File: src/hdl/bdrs_pkg.sv
package bdrs_pkg;

    // Lane count and the number of buttons that a report carries.
    localparam int DEF_NUM_BUTTONS = 5;
    localparam int REPORT_BUTTONS  = 5;

    // Field widths.
    localparam int TIME_W     = 32;
    localparam int COUNT_W    = 32;
    localparam int PRESS_W    = 32;
    localparam int SEQ_W      = 32;
    localparam int MS_CFG_W   = 16;
    localparam int REPEAT_W   = 4;
    localparam int CFG_IDX_W  = 2;
    localparam int CFG_DATA_W = 16;

    // Reset values of the configuration registers.
    localparam logic [MS_CFG_W-1:0] DEBOUNCE_RST     = 16'd15;
    localparam logic [MS_CFG_W-1:0] MIN_INTERVAL_RST = 16'd20;
    localparam logic [MS_CFG_W-1:0] HEARTBEAT_RST    = 16'd1000;
    localparam logic [REPEAT_W-1:0] REPEAT_RST       = 4'd3;

    // Configuration register indexes.
    typedef enum logic [CFG_IDX_W-1:0] {
        CFG_DEBOUNCE     = 2'd0,
        CFG_MIN_INTERVAL = 2'd1,
        CFG_HEARTBEAT    = 2'd2,
        CFG_REPEAT       = 2'd3
    } t_cfg_idx;

    // Configuration as seen by the lanes and the scheduler.
    typedef struct packed {
        logic [MS_CFG_W-1:0] debounce_ms;
        logic [MS_CFG_W-1:0] min_interval_ms;
        logic [MS_CFG_W-1:0] beat_period_ms;
        logic [REPEAT_W-1:0] repeat_count;
    } t_cfg;

endpackage

File: src/hdl/bdrs_if.sv
// Scan pass channel.
interface bdrs_in_if import bdrs_pkg::*; ();
    logic                       valid;
    logic                       ready;
    logic [TIME_W-1:0]          now_ms;
    logic [REPORT_BUTTONS-1:0]  raw_buttons;
    logic signed [COUNT_W-1:0]  enc_count;

    modport source (output valid, now_ms, raw_buttons, enc_count, input ready);
    modport sink   (input valid, now_ms, raw_buttons, enc_count, output ready);
endinterface

// Report channel.
interface bdrs_out_if import bdrs_pkg::*; ();
    logic                       valid;
    logic                       ready;
    logic                       send;
    logic [REPORT_BUTTONS-1:0]  button_mask;
    logic signed [COUNT_W-1:0]  report_count;
    logic [SEQ_W-1:0]           sequence_res;
    logic [TIME_W-1:0]          uptime_ms;
    logic [PRESS_W-1:0]         presses_0;
    logic [PRESS_W-1:0]         presses_1;
    logic [PRESS_W-1:0]         presses_2;
    logic [PRESS_W-1:0]         presses_3;
    logic [PRESS_W-1:0]         presses_4;

    modport source (output valid, send, button_mask, report_count, sequence_res,
                    uptime_ms, presses_0, presses_1, presses_2, presses_3,
                    presses_4, input ready);
    modport sink   (input valid, send, button_mask, report_count, sequence_res,
                    uptime_ms, presses_0, presses_1, presses_2, presses_3,
                    presses_4, output ready);
endinterface

// Configuration write channel.
interface bdrs_cfg_if import bdrs_pkg::*; ();
    logic                   valid;
    logic                   ready;
    logic [CFG_IDX_W-1:0]   index;
    logic [CFG_DATA_W-1:0]  data;

    modport source (output valid, index, data, input ready);
    modport sink   (input valid, index, data, output ready);
endinterface

File: src/hdl/bdrs_lane.sv
module bdrs_lane import bdrs_pkg::*; (
    input  logic                i_clk,
    input  logic                i_rst_n,
    input  logic                i_accept,
    input  logic [TIME_W-1:0]   i_now,
    input  logic                i_raw,
    input  logic [MS_CFG_W-1:0] i_debounce_ms,
    output logic                o_pressed,
    output logic [PRESS_W-1:0]  o_presses
);

    logic               r_stable;
    logic               r_last_raw;
    logic [TIME_W-1:0]  r_edge_time;
    logic [PRESS_W-1:0] r_presses;

    logic               n_stable;
    logic               n_last_raw;
    logic [TIME_W-1:0]  n_edge_time;
    logic [PRESS_W-1:0] n_presses;

    logic               raw_edge;
    logic [TIME_W-1:0]  quiet_time;
    logic               settle;

    // A raw edge restarts the quiet time, so a level is taken only on a pass without one.
    assign raw_edge   = (i_raw != r_last_raw);
    assign quiet_time = i_now - r_edge_time;
    assign settle     = !raw_edge
                        && (quiet_time > {{(TIME_W-MS_CFG_W){1'b0}}, i_debounce_ms})
                        && (i_raw != r_stable);

    // Next lane state for an accepted scan pass.
    always_comb begin
        n_stable    = r_stable;
        n_last_raw  = r_last_raw;
        n_edge_time = r_edge_time;
        n_presses   = r_presses;
        if (i_accept) begin
            if (raw_edge) begin
                n_last_raw  = i_raw;
                n_edge_time = i_now;
            end
            if (settle) begin
                n_stable = i_raw;
                if (!i_raw) begin
                    n_presses = r_presses + 1'b1;
                end
            end
        end
    end

    always_ff @(posedge i_clk) begin
        if (!i_rst_n) begin
            r_stable    <= 1'b1;
            r_last_raw  <= 1'b1;
            r_edge_time <= '0;
            r_presses   <= '0;
        end else begin
            r_stable    <= n_stable;
            r_last_raw  <= n_last_raw;
            r_edge_time <= n_edge_time;
            r_presses   <= n_presses;
        end
    end

    // The lane state after the last pass is the stage output.
    assign o_pressed = !r_stable;
    assign o_presses = r_presses;

endmodule

File: src/hdl/bdrs_sched.sv
module bdrs_sched import bdrs_pkg::*; #(
    parameter int NUM_BUTTONS = DEF_NUM_BUTTONS
) (
    input  logic                      i_clk,
    input  logic                      i_rst_n,
    input  t_cfg                      i_cfg,
    input  logic                      i_valid,
    input  logic [TIME_W-1:0]         i_now,
    input  logic signed [COUNT_W-1:0] i_count,
    input  logic                      i_pressed [NUM_BUTTONS],
    input  logic [PRESS_W-1:0]        i_presses [NUM_BUTTONS],
    output logic                      o_take,
    bdrs_out_if.source                o_out
);

    logic [REPORT_BUTTONS-1:0] mask;
    logic [PRESS_W-1:0]        presses [REPORT_BUTTONS];

    // Merge the lanes: buttons beyond the lane count read as released.
    for (genvar b = 0; b < REPORT_BUTTONS; b++) begin : g_merge
        if (b < NUM_BUTTONS) begin : g_lane
            assign mask[b]    = i_pressed[b];
            assign presses[b] = i_presses[b];
        end else begin : g_none
            assign mask[b]    = 1'b0;
            assign presses[b] = '0;
        end
    end

    logic                      r_sent_valid;
    logic signed [COUNT_W-1:0] r_last_value;
    logic [REPORT_BUTTONS-1:0] r_last_buttons;
    logic [TIME_W-1:0]         r_last_send_time;
    logic [REPEAT_W-1:0]       r_repeats_left;
    logic [SEQ_W-1:0]          r_seq;
    logic                      r_out_valid;
    logic                      r_send;
    logic [REPORT_BUTTONS-1:0] r_mask;
    logic signed [COUNT_W-1:0] r_count;
    logic [TIME_W-1:0]         r_uptime;
    logic [PRESS_W-1:0]        r_presses [REPORT_BUTTONS];

    logic                change;
    logic [REPEAT_W-1:0] repeats;
    logic [TIME_W-1:0]   since_send;
    logic                due;
    logic                send;
    logic [REPEAT_W-1:0] n_repeats_left;

    // The output register takes a pass when it is empty or being emptied.
    assign o_take = i_valid && (!r_out_valid || o_out.ready);

    // Report decision: a change reloads the repeat budget, the heartbeat forces a report.
    assign change     = !r_sent_valid || (i_count != r_last_value) || (mask != r_last_buttons);
    assign repeats    = change ? i_cfg.repeat_count : r_repeats_left;
    assign since_send = i_now - r_last_send_time;
    assign due        = since_send >= {{(TIME_W-MS_CFG_W){1'b0}}, i_cfg.beat_period_ms};
    assign send       = ((repeats != '0)
                         && (since_send >= {{(TIME_W-MS_CFG_W){1'b0}}, i_cfg.min_interval_ms}))
                        || due;

    always_comb begin
        n_repeats_left = repeats;
        if (send && (repeats != '0)) begin
            n_repeats_left = repeats - 1'b1;
        end
    end

    // Scheduler state and output valid.
    always_ff @(posedge i_clk) begin
        if (!i_rst_n) begin
            r_sent_valid     <= 1'b0;
            r_last_value     <= '0;
            r_last_buttons   <= '0;
            r_last_send_time <= '0;
            r_repeats_left   <= '0;
            r_seq            <= '0;
            r_out_valid      <= 1'b0;
        end else begin
            if (o_take) begin
                r_repeats_left <= n_repeats_left;
                if (send) begin
                    r_sent_valid     <= 1'b1;
                    r_last_value     <= i_count;
                    r_last_buttons   <= mask;
                    r_last_send_time <= i_now;
                    r_seq            <= r_seq + 1'b1;
                end
            end
            if (o_take) begin
                r_out_valid <= 1'b1;
            end else if (o_out.ready) begin
                r_out_valid <= 1'b0;
            end
        end
    end

    // Report payload.
    always_ff @(posedge i_clk) begin
        if (o_take) begin
            r_send   <= send;
            r_mask   <= mask;
            r_count  <= i_count;
            r_uptime <= i_now;
            r_presses <= presses;
        end
    end

    assign o_out.valid        = r_out_valid;
    assign o_out.send         = r_send;
    assign o_out.button_mask  = r_mask;
    assign o_out.report_count = r_count;
    assign o_out.sequence_res = r_seq;
    assign o_out.uptime_ms    = r_uptime;
    assign o_out.presses_0    = r_presses[0];
    assign o_out.presses_1    = r_presses[1];
    assign o_out.presses_2    = r_presses[2];
    assign o_out.presses_3    = r_presses[3];
    assign o_out.presses_4    = r_presses[4];

endmodule

File: src/hdl/button_debounce_report_scheduler_top.sv
// A scan pass is registered in the lane stage and then in the scheduler's output
// register, and its report is offered from that output register.
// Throughput: one scan pass per cycle while reports are taken; the button
// lanes and the scheduler's 32-bit time compares each sit in a stage of their own.
// Reset (synchronous, active low) releases all buttons, clears counters and
// sequence, and loads the configuration defaults. Configuration is always ready.
module button_debounce_report_scheduler_top import bdrs_pkg::*; #(
    parameter int NUM_BUTTONS = DEF_NUM_BUTTONS
) (
    input  logic        i_clk,
    input  logic        i_rst_n,
    bdrs_in_if.sink     i_in,
    bdrs_out_if.source  o_out,
    bdrs_cfg_if.sink    i_cfg
);

    t_cfg r_cfg;
    t_cfg n_cfg;

    // Configuration registers.
    always_comb begin
        n_cfg = r_cfg;
        if (i_cfg.valid) begin
            unique case (t_cfg_idx'(i_cfg.index))
                CFG_DEBOUNCE:     n_cfg.debounce_ms     = i_cfg.data[MS_CFG_W-1:0];
                CFG_MIN_INTERVAL: n_cfg.min_interval_ms = i_cfg.data[MS_CFG_W-1:0];
                CFG_HEARTBEAT:    n_cfg.beat_period_ms  = i_cfg.data[MS_CFG_W-1:0];
                CFG_REPEAT:       n_cfg.repeat_count    = i_cfg.data[REPEAT_W-1:0];
                default:          n_cfg = r_cfg;
            endcase
        end
    end

    always_ff @(posedge i_clk) begin
        if (!i_rst_n) begin
            r_cfg <= '{debounce_ms:     DEBOUNCE_RST,
                       min_interval_ms: MIN_INTERVAL_RST,
                       beat_period_ms:  HEARTBEAT_RST,
                       repeat_count:    REPEAT_RST};
        end else begin
            r_cfg <= n_cfg;
        end
    end

    assign i_cfg.ready = 1'b1;

    // Lane stage handshake: the lanes advance on each pass accepted at the input.
    logic                      r_s1_valid;
    logic [TIME_W-1:0]         r_s1_now;
    logic signed [COUNT_W-1:0] r_s1_count;
    logic                      take;
    logic                      accept;

    assign i_in.ready = !r_s1_valid || take;
    assign accept     = i_in.valid && i_in.ready;

    always_ff @(posedge i_clk) begin
        if (!i_rst_n) begin
            r_s1_valid <= 1'b0;
        end else if (accept) begin
            r_s1_valid <= 1'b1;
        end else if (take) begin
            r_s1_valid <= 1'b0;
        end
    end

    always_ff @(posedge i_clk) begin
        if (accept) begin
            r_s1_now   <= i_in.now_ms;
            r_s1_count <= i_in.enc_count;
        end
    end

    // One debounce lane per button.
    logic               pressed [NUM_BUTTONS];
    logic [PRESS_W-1:0] presses [NUM_BUTTONS];

    for (genvar g = 0; g < NUM_BUTTONS; g++) begin : g_lane
        logic raw;
        if (g < REPORT_BUTTONS) begin : g_raw
            assign raw = i_in.raw_buttons[g];
        end else begin : g_tied
            assign raw = 1'b0;
        end

        bdrs_lane u_lane (
            .i_clk         (i_clk),
            .i_rst_n       (i_rst_n),
            .i_accept      (accept),
            .i_now         (i_in.now_ms),
            .i_raw         (raw),
            .i_debounce_ms (r_cfg.debounce_ms),
            .o_pressed     (pressed[g]),
            .o_presses     (presses[g])
        );
    end

    // Merge and report scheduling.
    bdrs_sched #(
        .NUM_BUTTONS (NUM_BUTTONS)
    ) u_sched (
        .i_clk     (i_clk),
        .i_rst_n   (i_rst_n),
        .i_cfg     (r_cfg),
        .i_valid   (r_s1_valid),
        .i_now     (r_s1_now),
        .i_count   (r_s1_count),
        .i_pressed (pressed),
        .i_presses (presses),
        .o_take    (take),
        .o_out     (o_out)
    );

endmodule

File: src/flat_wrapper.sv
// flat-port wrapper written by rule: the top's interface ports become plain ports
module button_debounce_report_scheduler_top_flat import bdrs_pkg::*;
#(
    parameter int NUM_BUTTONS = DEF_NUM_BUTTONS
)
  (i_clk, i_rst_n, i_in_valid, i_in_now_ms, i_in_raw_buttons, i_in_enc_count, i_in_ready, o_out_valid, o_out_send, o_out_button_mask, o_out_report_count, o_out_sequence_res, o_out_uptime_ms, o_out_presses_0, o_out_presses_1, o_out_presses_2, o_out_presses_3, o_out_presses_4, o_out_ready, i_cfg_valid, i_cfg_index, i_cfg_data, i_cfg_ready);
  bdrs_in_if i_in_i ();
  bdrs_out_if o_out_i ();
  bdrs_cfg_if i_cfg_i ();
  input  logic i_clk;
  input  logic i_rst_n;
  input wire logic [$bits(i_in_i.valid)-1:0] i_in_valid;
  input wire logic [$bits(i_in_i.now_ms)-1:0] i_in_now_ms;
  input wire logic [$bits(i_in_i.raw_buttons)-1:0] i_in_raw_buttons;
  input wire logic [$bits(i_in_i.enc_count)-1:0] i_in_enc_count;
  output wire logic [$bits(i_in_i.ready)-1:0] i_in_ready;
  output wire logic [$bits(o_out_i.valid)-1:0] o_out_valid;
  output wire logic [$bits(o_out_i.send)-1:0] o_out_send;
  output wire logic [$bits(o_out_i.button_mask)-1:0] o_out_button_mask;
  output wire logic [$bits(o_out_i.report_count)-1:0] o_out_report_count;
  output wire logic [$bits(o_out_i.sequence_res)-1:0] o_out_sequence_res;
  output wire logic [$bits(o_out_i.uptime_ms)-1:0] o_out_uptime_ms;
  output wire logic [$bits(o_out_i.presses_0)-1:0] o_out_presses_0;
  output wire logic [$bits(o_out_i.presses_1)-1:0] o_out_presses_1;
  output wire logic [$bits(o_out_i.presses_2)-1:0] o_out_presses_2;
  output wire logic [$bits(o_out_i.presses_3)-1:0] o_out_presses_3;
  output wire logic [$bits(o_out_i.presses_4)-1:0] o_out_presses_4;
  input wire logic [$bits(o_out_i.ready)-1:0] o_out_ready;
  input wire logic [$bits(i_cfg_i.valid)-1:0] i_cfg_valid;
  input wire logic [$bits(i_cfg_i.index)-1:0] i_cfg_index;
  input wire logic [$bits(i_cfg_i.data)-1:0] i_cfg_data;
  output wire logic [$bits(i_cfg_i.ready)-1:0] i_cfg_ready;
  assign i_in_i.valid = i_in_valid;
  assign i_in_i.now_ms = i_in_now_ms;
  assign i_in_i.raw_buttons = i_in_raw_buttons;
  assign i_in_i.enc_count = i_in_enc_count;
  assign i_in_ready = i_in_i.ready;
  assign o_out_valid = o_out_i.valid;
  assign o_out_send = o_out_i.send;
  assign o_out_button_mask = o_out_i.button_mask;
  assign o_out_report_count = o_out_i.report_count;
  assign o_out_sequence_res = o_out_i.sequence_res;
  assign o_out_uptime_ms = o_out_i.uptime_ms;
  assign o_out_presses_0 = o_out_i.presses_0;
  assign o_out_presses_1 = o_out_i.presses_1;
  assign o_out_presses_2 = o_out_i.presses_2;
  assign o_out_presses_3 = o_out_i.presses_3;
  assign o_out_presses_4 = o_out_i.presses_4;
  assign o_out_i.ready = o_out_ready;
  assign i_cfg_i.valid = i_cfg_valid;
  assign i_cfg_i.index = i_cfg_index;
  assign i_cfg_i.data = i_cfg_data;
  assign i_cfg_ready = i_cfg_i.ready;
  button_debounce_report_scheduler_top #(.NUM_BUTTONS(NUM_BUTTONS)) u_core (.i_clk(i_clk), .i_rst_n(i_rst_n), .i_in(i_in_i), .o_out(o_out_i), .i_cfg(i_cfg_i));
endmodule
File: config.mk
export PLATFORM = sky130hd
export DESIGN_NAME = button_debounce_report_scheduler_top_flat
export DESIGN_NICKNAME = d
export VERILOG_FILES = /design/src/hdl/bdrs_pkg.sv /design/src/hdl/bdrs_if.sv /design/src/hdl/bdrs_lane.sv /design/src/hdl/bdrs_sched.sv /design/src/hdl/button_debounce_report_scheduler_top.sv /design/src/flat_wrapper.sv
export SDC_FILE = /design/constraint.sdc
export NUM_CORES = 2
export LEC_CHECK = 0
export ABC_AREA = 0
export BUFFER_PORTS_ARGS = -buffer_cell sky130_fd_sc_hd__buf_2
export CAP_MARGIN = 20
export CORE_ASPECT_RATIO = 0.5
export CORE_MARGIN = 5
export CORE_UTILIZATION = 50
export DETAILED_ROUTE_END_ITERATION = 6
export PLACE_DENSITY_LB_ADDON = 0.3
export RECOVER_POWER = 100
export SETUP_SLACK_MARGIN = 0.15
export SLEW_MARGIN = 15
export SYNTH_ARGS = -nofsm -noshare
export SYNTH_HDL_FRONTEND = slang
export SYNTH_SLANG_ARGS = --single-unit
File: constraint.sdc
create_clock -name i_clk -period 10.93 [get_ports i_clk]
set_input_delay 0.5465 -clock i_clk [delete_from_list [all_inputs] [get_ports i_clk]]
set_output_delay 0.5465 -clock i_clk [all_outputs]
set_load 0.03 [all_outputs]
==> results.sh <==
export IMPL_final_common_cell="nand2_1"
export IMPL_worst_pin_slew_ns=4.84
export IMPL_io_buffers=355
export IMPL_grt_pass1_wl_mm=205
export IMPL_die_area_mm2=0.0954
export IMPL_yosys_warnings=0
export IMPL_hold_viol_final=0
export IMPL_dpl_instance_area_mm2=0.0471
export IMPL_power_density_mw_per_mm2=152
export IMPL_leakage_nw=18.1
export IMPL_area_growth_pct=11.0
export IMPL_max_freq_mhz=125
export IMPL_netlist_instances=4989
export IMPL_multi_input_area_mm2=0.0238
export IMPL_worstSetupEndpointType="register"
export IMPL_seq_area_mm2=0.0186
export IMPL_syn_area_per_cell_um2=8.91
export IMPL_drive_gt1_frac=0.0496
export IMPL_setup_viol=0
export IMPL_clock_sinks=784
export IMPL_drc=0
export IMPL_vias=38612
export IMPL_synthFlopType="dfxtp_1"
export IMPL_synthArstFlopShare=0
export IMPL_initial_core_util=0.504
export IMPL_status="finished, violations left"
export IMPL_cap_violations=9
export IMPL_cp_start_kind="register"
export IMPL_slew_viol_final=591
export IMPL_syn_area_mm2=0.0445
export IMPL_synth_seq_cells=784
export IMPL_die_w_um=432
export IMPL_tns_ns=0
export IMPL_drt_pass1_iter_count=5
export IMPL_design_area_mm2=0.0494
export IMPL_ant_nets=0
export IMPL_routabilityCongestion=0.940
export IMPL_synth_edf_count=294
export IMPL_nets=5625
export IMPL_io_pins=357
export IMPL_cts_buffers_inserted=75
export IMPL_htreeDepth=3
export IMPL_clk_pin_slew_ns=0.07
export IMPL_arrival_ns=8.37
export IMPL_rsz0062_at_grt="false"
export IMPL_crit_fanout=68
export IMPL_avgRoutedWirePerCell_um=20.3
export IMPL_grt_max_degree=165
export IMPL_synthDistinctLibCells=90
export IMPL_antenna_found_initial=6
export IMPL_holdWs_ns=0.0502
export IMPL_cts_tree="built"
export IMPL_ctsResizeCount=0
export IMPL_final_cell_mix="nand2_1, a21oi_1, dfxtp_1, clkbuf_1, ha_1"
export IMPL_syn_nets=5392
export IMPL_dpl_hpwl_mm=94.5
export IMPL_hold_path_class="in -> reg"
export IMPL_max_slew_margin_rel=-2.25
export IMPL_clk_latency_ns=0.68
export IMPL_filler_cell_count=8153
export IMPL_pre_cts_slack_ns=4.08
export IMPL_drt_iter0_drc=3748
export IMPL_finalWorstSetupSlack_ns=2.91
export IMPL_fp_dieH_um=221
export IMPL_overflow=0
export IMPL_core_mm2=0.0882
export IMPL_path_class="reg -> reg"
export IMPL_rows=77
export IMPL_finClkSkew_ns=0.0309
export IMPL_synth_seq_area_share=0.419
export IMPL_track_usage=0.265
export IMPL_post_route_min_period_ns=8.02
export IMPL_grt_pass1_vias=36321
export IMPL_fin_crit_sh=0.733
export IMPL_clock_path_buffers=3
export IMPL_clock_tree_root_cell="clkbuf_16"
export IMPL_totalWireLength_mm=131
export IMPL_violations="capacitance limit, slew limit"
export IMPL_ir_worst_vdd_v=0.0000968
export IMPL_crit_required_ns=11.29
export IMPL_vias_per_cell=5.97
## power breakdown
part	total [mW]	internal [mW]	switching, mW
registers	3.21	3.14	0.0643
clock network	2.79	1.57	1.22
logic	1.51	0.543	0.967
## through the flow
step           instances   util  total power [mW]
2_1_floorplan       4989      -              4.34
3_3_place_gp        6316  0.533              4.73
3_5_place_dp        6316  0.533              4.76
4_1_cts             6463  0.564              7.54
5_1_grt             6470  0.559              7.86
6_report            6470  0.559              7.51
## cell usage after synthesis, types with 10 or more instances
| master | count | area (um^2) |
|---|---|---|
| a31o_2 | 10 | 87.6 |
| nand2b_1 | 103 | 644 |
| o21ai_0 | 147 | 736 |
| and3_1 | 67 | 419 |
| nor2b_1 | 31 | 194 |
| and2_1 | 32 | 200 |
| xnor2_1 | 130 | 1140 |
| o21a_1 | 59 | 443 |
| clkbuf_1 | 212 | 796 |
| nand2_1 | 711 | 2670 |
| or3_1 | 50 | 313 |
| or2_2 | 15 | 93.8 |
| a211oi_1 | 32 | 240 |
| o21bai_1 | 22 | 165 |
| nor2_1 | 255 | 957 |
| nor3_1 | 75 | 375 |
| dfxtp_1 | 490 | 9810 |
| a2111oi_0 | 21 | 184 |
| o211ai_1 | 51 | 383 |
| inv_1 | 300 | 1130 |
| a21o_1 | 135 | 1010 |
| xor2_1 | 50 | 438 |
| or4_1 | 68 | 510 |
| edfxtp_1 | 294 | 8830 |
| a31oi_1 | 29 | 181 |
| mux2i_1 | 148 | 1480 |
| nand3_1 | 137 | 686 |
| buf_4 | 10 | 75.1 |
| a21oi_1 | 492 | 2460 |
| buf_2 | 11 | 55.1 |
| and4_1 | 39 | 342 |
| o211a_1 | 10 | 100 |
| o31ai_1 | 65 | 488 |
| o41ai_1 | 30 | 263 |
| nand4_1 | 98 | 613 |
| ha_1 | 305 | 3820 |
| o2111ai_1 | 14 | 123 |
| nor4_1 | 54 | 338 |
| o311ai_0 | 24 | 210 |
## what timing repair did
action	4_1_cts	5_1_grt
setup buffers	0	0
hold buffers	8	0
hold endpoints to repair	8	0
## worst paths after layout
path                                                             start                                                    to  slack, ns  cells after the start
setup / recovery                          u_core.r_s1_now[0]$_DFFE_PP_    u_core.u_sched.o_out.sequence_res[20]$_SDFFE_PN0P_       2.91                     25
hold / removal                                      i_in_enc_count[10]                       u_core.r_s1_count[10]$_DFFE_PP_       0.05                      1
setup reg to reg                          u_core.r_s1_now[0]$_DFFE_PP_    u_core.u_sched.o_out.sequence_res[20]$_SDFFE_PN0P_       2.91                     25
hold reg to reg   u_core.g_lane[0].u_lane.r_edge_time[13]$_SDFFE_PN0P_  u_core.g_lane[0].u_lane.r_edge_time[13]$_SDFFE_PN0P_       0.45                      2
## cells by family (layout without fill, tap and decap cells)
family	count (synthesis)	after routing	share of synthesized area
and+or+nand+nor	1777	1777	0.196
AOI/OAI and AO/OA	1240	1240	0.179
DFF	784	784	0.419
buffers and inverters	543	838	0.0472
adders and majority gates	311	311	0.0885
xor gates and xnor gates	180	180	0.0354
muxes	153	153	0.0346
other	1	2	0.0000843
## cell type report
class,instances,share of cell area
Multi-Input combinational cell,3662,0.482
Sequential cell,784,0.378
Clock buffer,99,0.0428
Timing Repair Buffer,397,0.0349
Tap cell,1185,0.0300
Inverter,302,0.0232
Clock inverter,40,0.00988
Antenna cell,1,0.0000507
## worst max-delay path, stage by stage, from the launching register on
cell       delay (ns)
edfxtp_1         0.37
inv_1            0.05
ha_1             0.21
fa_1             0.42
nor2b_1          0.16
o31a_1           0.20
o2111ai_1        0.26
a21oi_1          0.51
o21ai_0          0.15
nand2b_1         0.09
a21oi_1          0.07
xnor2_1          0.25
ha_1             0.30
a21oi_1          0.15
o22ai_1          0.10
a2111oi_0        0.30
o21ai_0          0.15
a2111oi_0        0.30
o211a_1          0.23
nand4_1          0.18
o31ai_4          0.29
buf_4            0.58
clkbuf_1         1.70
buf_12           0.35
or4_1            0.18
a21oi_1          0.07
## layer usage
layer,part of all wire,vias to the layer above,wire (um),track usage
li1,-,18536,-,-
met3,0.060,235,7820,0.0365
met1,0.44,18623,57600,0.361
met2,0.47,1216,61400,0.441
met4,0.034,2,4500,0.0800
met5,0.000099,-,13,0
No activity file was read; power rests on OpenSTA's default activity.
